--- src/color_sensor_calibrator_defines.svh ---
// assertion macros of the color sensor calibrator rtl, used by the controller
`ifndef COLOR_SENSOR_CALIBRATOR_DEFINES_SVH
`define COLOR_SENSOR_CALIBRATOR_DEFINES_SVH

// same-cycle implication, checked outside reset
`define CSC_ASSERT_IMPL(lbl, ante, cons) \
	lbl: assert property (@(posedge clk) disable iff (!arst_n) (ante) |-> (cons)) \
		else $error("csc assertion failed");

// next-cycle implication, checked outside reset
`define CSC_ASSERT_NEXT(lbl, ante, cons) \
	lbl: assert property (@(posedge clk) disable iff (!arst_n) (ante) |=> (cons)) \
		else $error("csc assertion failed");

`endif

--- src/csc_pkg.sv ---
// shared types and constants of the color sensor calibrator
package csc_pkg;

	localparam int WARMUP_COUNT_DEF = 8;

	localparam logic [11:0] WHITE_FACTOR_RST = 12'd1792;
	localparam logic [7:0]  BLACK_FACTOR_RST = 8'd77;

	localparam logic [15:0] SAT_LEVEL = 16'hFFFF;

	localparam logic signed [17:0] LUX_R_COEF = -18'sd21277;
	localparam logic signed [17:0] LUX_G_COEF = 18'sd103440;
	localparam logic signed [17:0] LUX_B_COEF = -18'sd47966;

	localparam logic [2:0] STATUS_WARM_TAKEN = 3'd0;
	localparam logic [2:0] STATUS_WARM_SAT   = 3'd1;
	localparam logic [2:0] STATUS_WARM_DARK  = 3'd2;
	localparam logic [2:0] STATUS_COLOR      = 3'd3;
	localparam logic [2:0] STATUS_SAT        = 3'd4;
	localparam logic [2:0] STATUS_TOO_DARK   = 3'd5;

	localparam logic [1:0] CH_RED   = 2'd0;
	localparam logic [1:0] CH_GREEN = 2'd1;
	localparam logic [1:0] CH_BLUE  = 2'd2;

	typedef struct packed {
		logic       load;
		logic       prod1;
		logic       prod2;
		logic       check;
		logic       lux_en;
		logic       lux_store;
		logic       mul1;
		logic       mul2;
		logic       mul3;
		logic       div_init;
		logic       div_step;
		logic       store;
		logic       publish;
		logic [1:0] idx;
	} cmd_t;

	typedef struct packed {
		logic warm;
		logic sat;
		logic dark;
		logic white;
		logic out_busy;
	} sts_t;

endpackage

--- src/csc_ctrl.sv ---
// controller state machine of the color sensor calibrator
`include "color_sensor_calibrator_defines.svh"

module csc_ctrl import csc_pkg::*; (
	input  logic clk,
	input  logic arst_n,
	input  logic in_valid,
	output logic in_stall,
	input  sts_t sts,
	output cmd_t cmd
);

	typedef enum logic [11:0] {
		S_IDLE  = 12'b0000_0000_0001,
		S_PROD1 = 12'b0000_0000_0010,
		S_PROD2 = 12'b0000_0000_0100,
		S_CHECK = 12'b0000_0000_1000,
		S_LUX   = 12'b0000_0001_0000,
		S_LUXW  = 12'b0000_0010_0000,
		S_MUL1  = 12'b0000_0100_0000,
		S_MUL2  = 12'b0000_1000_0000,
		S_MUL3  = 12'b0001_0000_0000,
		S_DIVI  = 12'b0010_0000_0000,
		S_DIVS  = 12'b0100_0000_0000,
		S_STORE = 12'b1000_0000_0000
	} state_t;

	localparam state_t S_FIN_DUMMY = S_IDLE;

	state_t      state_q, state_d;
	logic [1:0]  idx_q, idx_d;
	logic [2:0]  bit_q, bit_d;
	logic        fin_q, fin_d;

	assign in_stall = (state_q != S_IDLE) || fin_q;

	always_comb begin
		state_d = state_q;
		idx_d   = idx_q;
		bit_d   = bit_q;
		fin_d   = fin_q;
		cmd     = '0;
		cmd.idx = idx_q;
		if (fin_q) begin
			if (!sts.out_busy) begin
				cmd.publish = 1'b1;
				fin_d       = 1'b0;
			end
		end else begin
			unique case (state_q)
				S_IDLE: begin
					if (in_valid) begin
						cmd.load = 1'b1;
						state_d  = S_PROD1;
					end
				end
				S_PROD1: begin
					cmd.prod1 = 1'b1;
					state_d   = S_PROD2;
				end
				S_PROD2: begin
					cmd.prod2 = 1'b1;
					state_d   = S_CHECK;
				end
				S_CHECK: begin
					cmd.check = 1'b1;
					idx_d     = CH_RED;
					if (sts.warm || sts.sat || sts.dark) begin
						state_d = S_FIN_DUMMY;
						fin_d   = 1'b1;
					end else begin
						state_d = S_LUX;
					end
				end
				S_LUX: begin
					cmd.lux_en = 1'b1;
					if (idx_q == CH_BLUE) begin
						idx_d   = CH_RED;
						state_d = S_LUXW;
					end else begin
						idx_d = idx_q + 2'd1;
					end
				end
				S_LUXW: begin
					cmd.lux_store = 1'b1;
					if (sts.white) begin
						state_d = S_FIN_DUMMY;
						fin_d   = 1'b1;
					end else begin
						state_d = S_MUL1;
					end
				end
				S_MUL1: begin
					cmd.mul1 = 1'b1;
					state_d  = S_MUL2;
				end
				S_MUL2: begin
					cmd.mul2 = 1'b1;
					state_d  = S_MUL3;
				end
				S_MUL3: begin
					cmd.mul3 = 1'b1;
					state_d  = S_DIVI;
				end
				S_DIVI: begin
					cmd.div_init = 1'b1;
					bit_d        = 3'd0;
					state_d      = S_DIVS;
				end
				S_DIVS: begin
					cmd.div_step = 1'b1;
					bit_d        = bit_q + 3'd1;
					if (bit_q == 3'd7) begin
						state_d = S_STORE;
					end
				end
				S_STORE: begin
					cmd.store = 1'b1;
					if (idx_q == CH_BLUE) begin
						state_d = S_FIN_DUMMY;
						fin_d   = 1'b1;
					end else begin
						idx_d   = idx_q + 2'd1;
						state_d = S_MUL1;
					end
				end
				default: state_d = S_IDLE;
			endcase
		end
	end

	always_ff @(posedge clk or negedge arst_n) begin
		if (!arst_n) begin
			state_q <= S_IDLE;
			idx_q   <= '0;
			bit_q   <= '0;
			fin_q   <= 1'b0;
		end else begin
			state_q <= state_d;
			idx_q   <= idx_d;
			bit_q   <= bit_d;
			fin_q   <= fin_d;
		end
	end

	`CSC_ASSERT_NEXT(a_accept_starts, !in_stall && in_valid, state_q == S_PROD1)
	`CSC_ASSERT_IMPL(a_store_after_div, state_q == S_STORE, $past(state_q) == S_DIVS && $past(bit_q) == 3'd7)
	`CSC_ASSERT_NEXT(a_publish_frees, cmd.publish, !in_stall)

endmodule

--- config.mk ---
export PLATFORM = sky130hd
export DESIGN_NAME = csc_ctrl
export DESIGN_NICKNAME = d
export VERILOG_FILES = /design/src/csc_pkg.sv /design/src/csc_ctrl.sv
export VERILOG_INCLUDE_DIRS = /design/src /design/src/src
export SDC_FILE = /design/constraint.sdc
export NUM_CORES = 1
export LEC_CHECK = 0
export BUFFER_PORTS_ARGS = -buffer_cell sky130_fd_sc_hd__buf_4
export CAP_MARGIN = 15
export CELL_PAD_IN_SITES_DETAIL_PLACEMENT = 1
export CELL_PAD_IN_SITES_GLOBAL_PLACEMENT = 1
export CORE_UTILIZATION = 37
export CTS_CLUSTER_DIAMETER = 80
export DETAILED_ROUTE_END_ITERATION = 10
export PLACE_DENSITY_LB_ADDON = 0.2
export SLEW_MARGIN = 20
export SYNTH_ARGS = -nofsm -noshare
export SYNTH_HDL_FRONTEND = slang
export SYNTH_SLANG_ARGS = --single-unit
--- constraint.sdc ---
create_clock -name clk -period 2.4 [get_ports clk]
set_input_delay 0.48 -clock clk [delete_from_list [all_inputs] [get_ports clk]]
set_output_delay 0.48 -clock clk [all_outputs]
set_load 0.01 [all_outputs]
-- Yosys cells after proc, flatten, opt, wreduce, memory -nomap -nowiden
Cells that the tools add are included.
- logic and storage cells: 67
- flip-flop bits (word level): 18
- input bits: 8
- bitwise gates (word level): 1
- multiplexer cells: 33
- $add $sub $neg: 2
- equal/unequal tests: 19
- reduce and logical (&&, ||, !) cells: 8
- operators with widths (cell ; count):
    12-bit case mux with 12 select lines ; 1
    12-bit 2-to-1 mux ; 4
    1-bit 2-to-1 mux ; 20
    7-bit 2-to-1 mux ; 2
    12-bit by 1-bit == test with 1-bit output (second input constant) ; 1
    12-bit by 10-bit == test with 1-bit output (second input constant) ; 1
    12-bit by 11-bit == test with 1-bit output (second input constant) ; 1
    12-bit == test (second input constant) ; 1
    12-bit by 2-bit == test with 1-bit output (second input constant) ; 1
    12-bit by 3-bit == test with 1-bit output (second input constant) ; 1
    12-bit by 4-bit == test with 1-bit output (second input constant) ; 1
    12-bit by 5-bit == test with 1-bit output (second input constant) ; 1
    12-bit by 6-bit == test with 1-bit output (second input constant) ; 1
    12-bit by 7-bit == test with 1-bit output (second input constant) ; 1
    12-bit by 8-bit == test with 1-bit output (second input constant) ; 1
    12-bit by 9-bit == test with 1-bit output (second input constant) ; 1
    12-bit by 1-bit != test with 1-bit output (second input constant) ; 1
    2-bit != test (second input constant) ; 4
    2-bit case mux with 3 select lines ; 1
    3-bit case mux with 2 select lines ; 1
    5-bit 2-to-1 mux ; 1
    2-bit 2-to-1 mux ; 2
    4-bit AND reduction ; 1
    3-bit by 1-bit adder with 3-bit output (second input constant) ; 1
    10 further kinds ; 12

-- Longest topological paths before layout
- depth after elaboration: 5
- mapped depth: 7
- mapped depth without buffers: 5

-- Least setup slack after synthesis
OpenSTA, ideal clock, no wires.
- path type: flip-flop to output port
- start point: register state_q[9]
- end point: output cmd[14] (netlist name)
- cell stages (with the launch flop): 6
- slack: -106 ps
- arrival time: 2026 ps
- data required time: 1920 ps
- path through: dfrtp_1 -> clkbuf_1 -> nor4_1 -> nand3_1 -> or4_1 -> nor2_1
- RTL lines (what ; line ; source):
    start, declared ; csc_ctrl.sv:30 ; state_t state_q, state_d;
    start signal, assigned ; csc_ctrl.sv:139 ; state_q <= state_d;
    end, declared ; csc_ctrl.sv:10 ; output cmd_t cmd

==> metrics.md <==
| Metric | Value |
|---|---|
| Diodes inserted | `0` |
| RSZ-0062 raised after global routing | `true` |
| Synth cell types | `42` |
| Relative slew slack | `0.719` |
| Fmax | `367 MHz` |
| Slew Limit Fails | `0` |
| Tot GR Track Use | `0.250` |
| GR Overflow Total | `0` |
| Crit share post-route | `1.14` |
| Starting Density | `0.384` |
| First-pass GRT wire length | `~6700 µm` |
| DPL Wire Length | `2910 µm` |
| Post-Syn Nets | `150` |
| Vias per cell | `5.75` |
| CTS sink cnt | `18` |
| Cell count after synthesis | `137` |
| Die Width | `60.9 µm` |
| CTS Buf Count | `3` |
| WP data arrival | `approximately 2.3 ns` |
| Total wire length | `4610 µm` |
| Synthesis-stage register bit count | `18` |
| Worst Hold Slack | `around 0.0039 ns` |
| Worst R2R End | `state_q[7]` |
| CORE AREA | `between 3000 and 4000 µm²` |
| Die ar. | `3710 µm²` |
| Chip Height | `60.9 µm` |
| Sequential-to-total area share from yosys stat | `0.352` |
| Number of synthesized flops with an enable pin | `0` |
| Cell taking the most area after synthesis | `dfrtp_1` |
| Status | `finished with violations` |
| Initial drt markers | `44` |
| Startpoint Class | `flop` |
| R2R Path Start | `state_q[1]` |
| Syn avg cell area | `approximately 9.4 µm²` |
| CP Capture Type | `output port` |
| Setup CP Type | `flop to output port` |
| Nets | `202` |
| Synth area leaders | `dfrtp_1 (33%), mux2_2 (5.3%), ha_1 (4.9%)` |
| Rows | `21` |
| Most used DFF post-synth | `dfrtp_1` |
| Largest net degree at the start of global routing | `19` |
| I/O Pins | `24` |
| DR WL/cell | `19.7 µm` |
| CTS tree | `yes` |
| Synth warn | `0` |
| Clock tree root buffer cell | `clkbuf_4` |
| Max-cap violations | `0` |
| Routed Antenna Nets | `0` |
| R2r setup slk | `-0.02 ns` |
| Antenna violations before repair | `0` |
| Power per cell area | `approximately 890 nW/µm²` |
| Top-area cell type share of the netlist area | `0.332` |
| Layout area overhead | `54.4%` |
| Crit Path Max Fanout | `2` |
| Total Power | `approximately 1.8 mW` |
| Hold crit path type | `primary input to async pin` |
| Clk_lat worst skew | `0.32 ns` |
| Layout cell share with drive strength beyond 1 | `0.527` |
| H-Tree Depth | `1` |
| Ys async rst share | `1.00` |
| Vias in the first global route | `1343` |
| P_leak | `a little under 1 nW` |
| Router iterations before antenna repair | `4` |
| Worst Tran Pin Value | `0.415 ns` |
| GP Congestion | `around 0.94` |
| Drc violations | `0` |
| Port Buffer Count | `23` |
| Clock skew | `0.0184 ns` |
| Endpoints failing setup | `10` |
| CP Data Required Time | `1.92 ns` |
| R2r worst-path depth | `8` |
| Bufs on Longest Clock Path | `2` |
| Minimum clock period | `about 2.7 ns` |
| Via count | `1345` |
| Fin. Hold Viols | `0` |
| Synthesized cell area | `1280 µm²` |
| PnR worst setup slack | `-0.328 ns` |
| Failing checks | `negative setup slack` |
| Maximum vdd drop | `0.626 mV` |
| Clock Pin Slew Worst Setup and Hold Paths | `0.13 ns` |
==> repair_timing <==
action / in CTS / in global routing
setup endpoints to repair: 9 / 20
pin swaps: 14 / 17
buffers inserted: 10 / 9
hold buffers: 0 / 0
resized for setup: 26 / 17
==> final cells by class <==
class / count / area [µm²]
multi-input cells: 102 / 932
clock buffers: 4 / 36.3
well taps: 46 / 57.6
inverters: 5 / 18.8
repair buffers: 59 / 484
flip-flops and latches: 18 / 452
fillers: 387 / 1360
==> through the flow <==
step           setup WS (ns)  TNS (ns)  utilization  area [µm²]  instances
6_report              -0.328     -1.46        0.594        1980        234
5_1_grt               -0.398     -2.23        0.594        1980        234
4_1_cts               -0.387     -1.45        0.560        1870        230
3_5_place_dp         -0.0612   -0.0768        0.491        1640        217
3_3_place_gp         -0.0160   -0.0160        0.491        1640        217
2_1_floorplan         0.0316         0            -        1300        137
==> routing by layer <==
layer | wire (µm) | vias to the layer above | global-route usage
met5 | 0 | - | 0
met3 | 163 | 9 | 0.0320
li1 | - | 615 | -
met4 | 81 | 0 | 0.0714
met2 | 2470 | 34 | 0.454
met1 | 1900 | 687 | 0.309
==> Yosys cell counts, types with 2 or more instances <==
master and instances:
a21o_1 5, a21oi_1 2, a22o_1 2, a22oi_1 2
and3_1 2, and4_1 3, buf_2 4, clkbuf_1 6
dfrtp_1 17, ha_1 5, inv_1 5, mux2_2 6
mux2i_1 3, nand2_1 9, nand2b_1 2, nand3_1 2
nand4_1 3, nor2_1 9, nor3_1 12, nor3b_1 2
nor4_1 9, or4_1 2, or4_4 3, xor2_1 4
==> power breakdown <==
part / switching, mW / internal [mW] / leakage (nW)
clock: 0.112 / 0.0929 / 0.0210
combinational: 0.597 / 0.562 / 0.717
sequential: 0.0319 / 0.357 / 0.244
total: 0.741 / 1.01 / 0.982
==> layout by cell type, fill, tap and decap left out, drive strengths merged, types with 2 or more instances in the layout <==
cell and count:
a21o 5, buf 59, nand2b 2, a21oi 2, or4 5, nor3b 2
nor4 10, mux2i 3, dfrtp 17, nor2 10, and4 3, a22o 2
nand4 3, clkbuf 4, nand2 9, nor3 12, mux2 7, inv 5
and3 2, xor2 4, nand3 2, ha 5, a22oi 2
==> kinds of logic (layout without fill, tap and decap cells) <==
| logic type | Yosys count | in the layout | share of synthesized area |
|---|---|---|---|
| compound gates | 19 | 19 | 0.114 |
| simple gates | 64 | 64 | 0.307 |
| fa+ha+maj | 5 | 5 | 0.0488 |
| xor+xnor | 4 | 4 | 0.0273 |
| buf+inv | 17 | 68 | 0.0624 |
| flops | 18 | 18 | 0.352 |
| mux | 10 | 10 | 0.0878 |
==> worst max-delay path by stage <==
stage | slack, ns | startpoint | depth (start not counted) | to
after global routing | -0.40 | state_q[1] | 4 | cmd[5]
after CTS | -0.39 | state_q[5] | 4 | cmd[5]
final | -0.33 | state_q[1] | 5 | cmd[6]
after detailed placement | -0.06 | state_q[1] | 4 | cmd[5]
after floorplan | 0.03 | state_q[9] | 5 | cmd[7]
after global placement | -0.02 | state_q[1] | 4 | cmd[5]
==> worst max-delay path: stages, from the launching register on <==
cell and delay [ns]:
dfrtp_1 0.42, or4_4 0.54, or4_4 0.52, buf_4 0.17
nor3_4 0.15, buf_6 0.13
==> sequential cells by signal, summed over array words and instances, names as in the netlist <==
signal and cells:
idx_q 2, fin_q 1, bit_q 3, state_q 12
No activity file was read; power rests on OpenSTA's default activity.
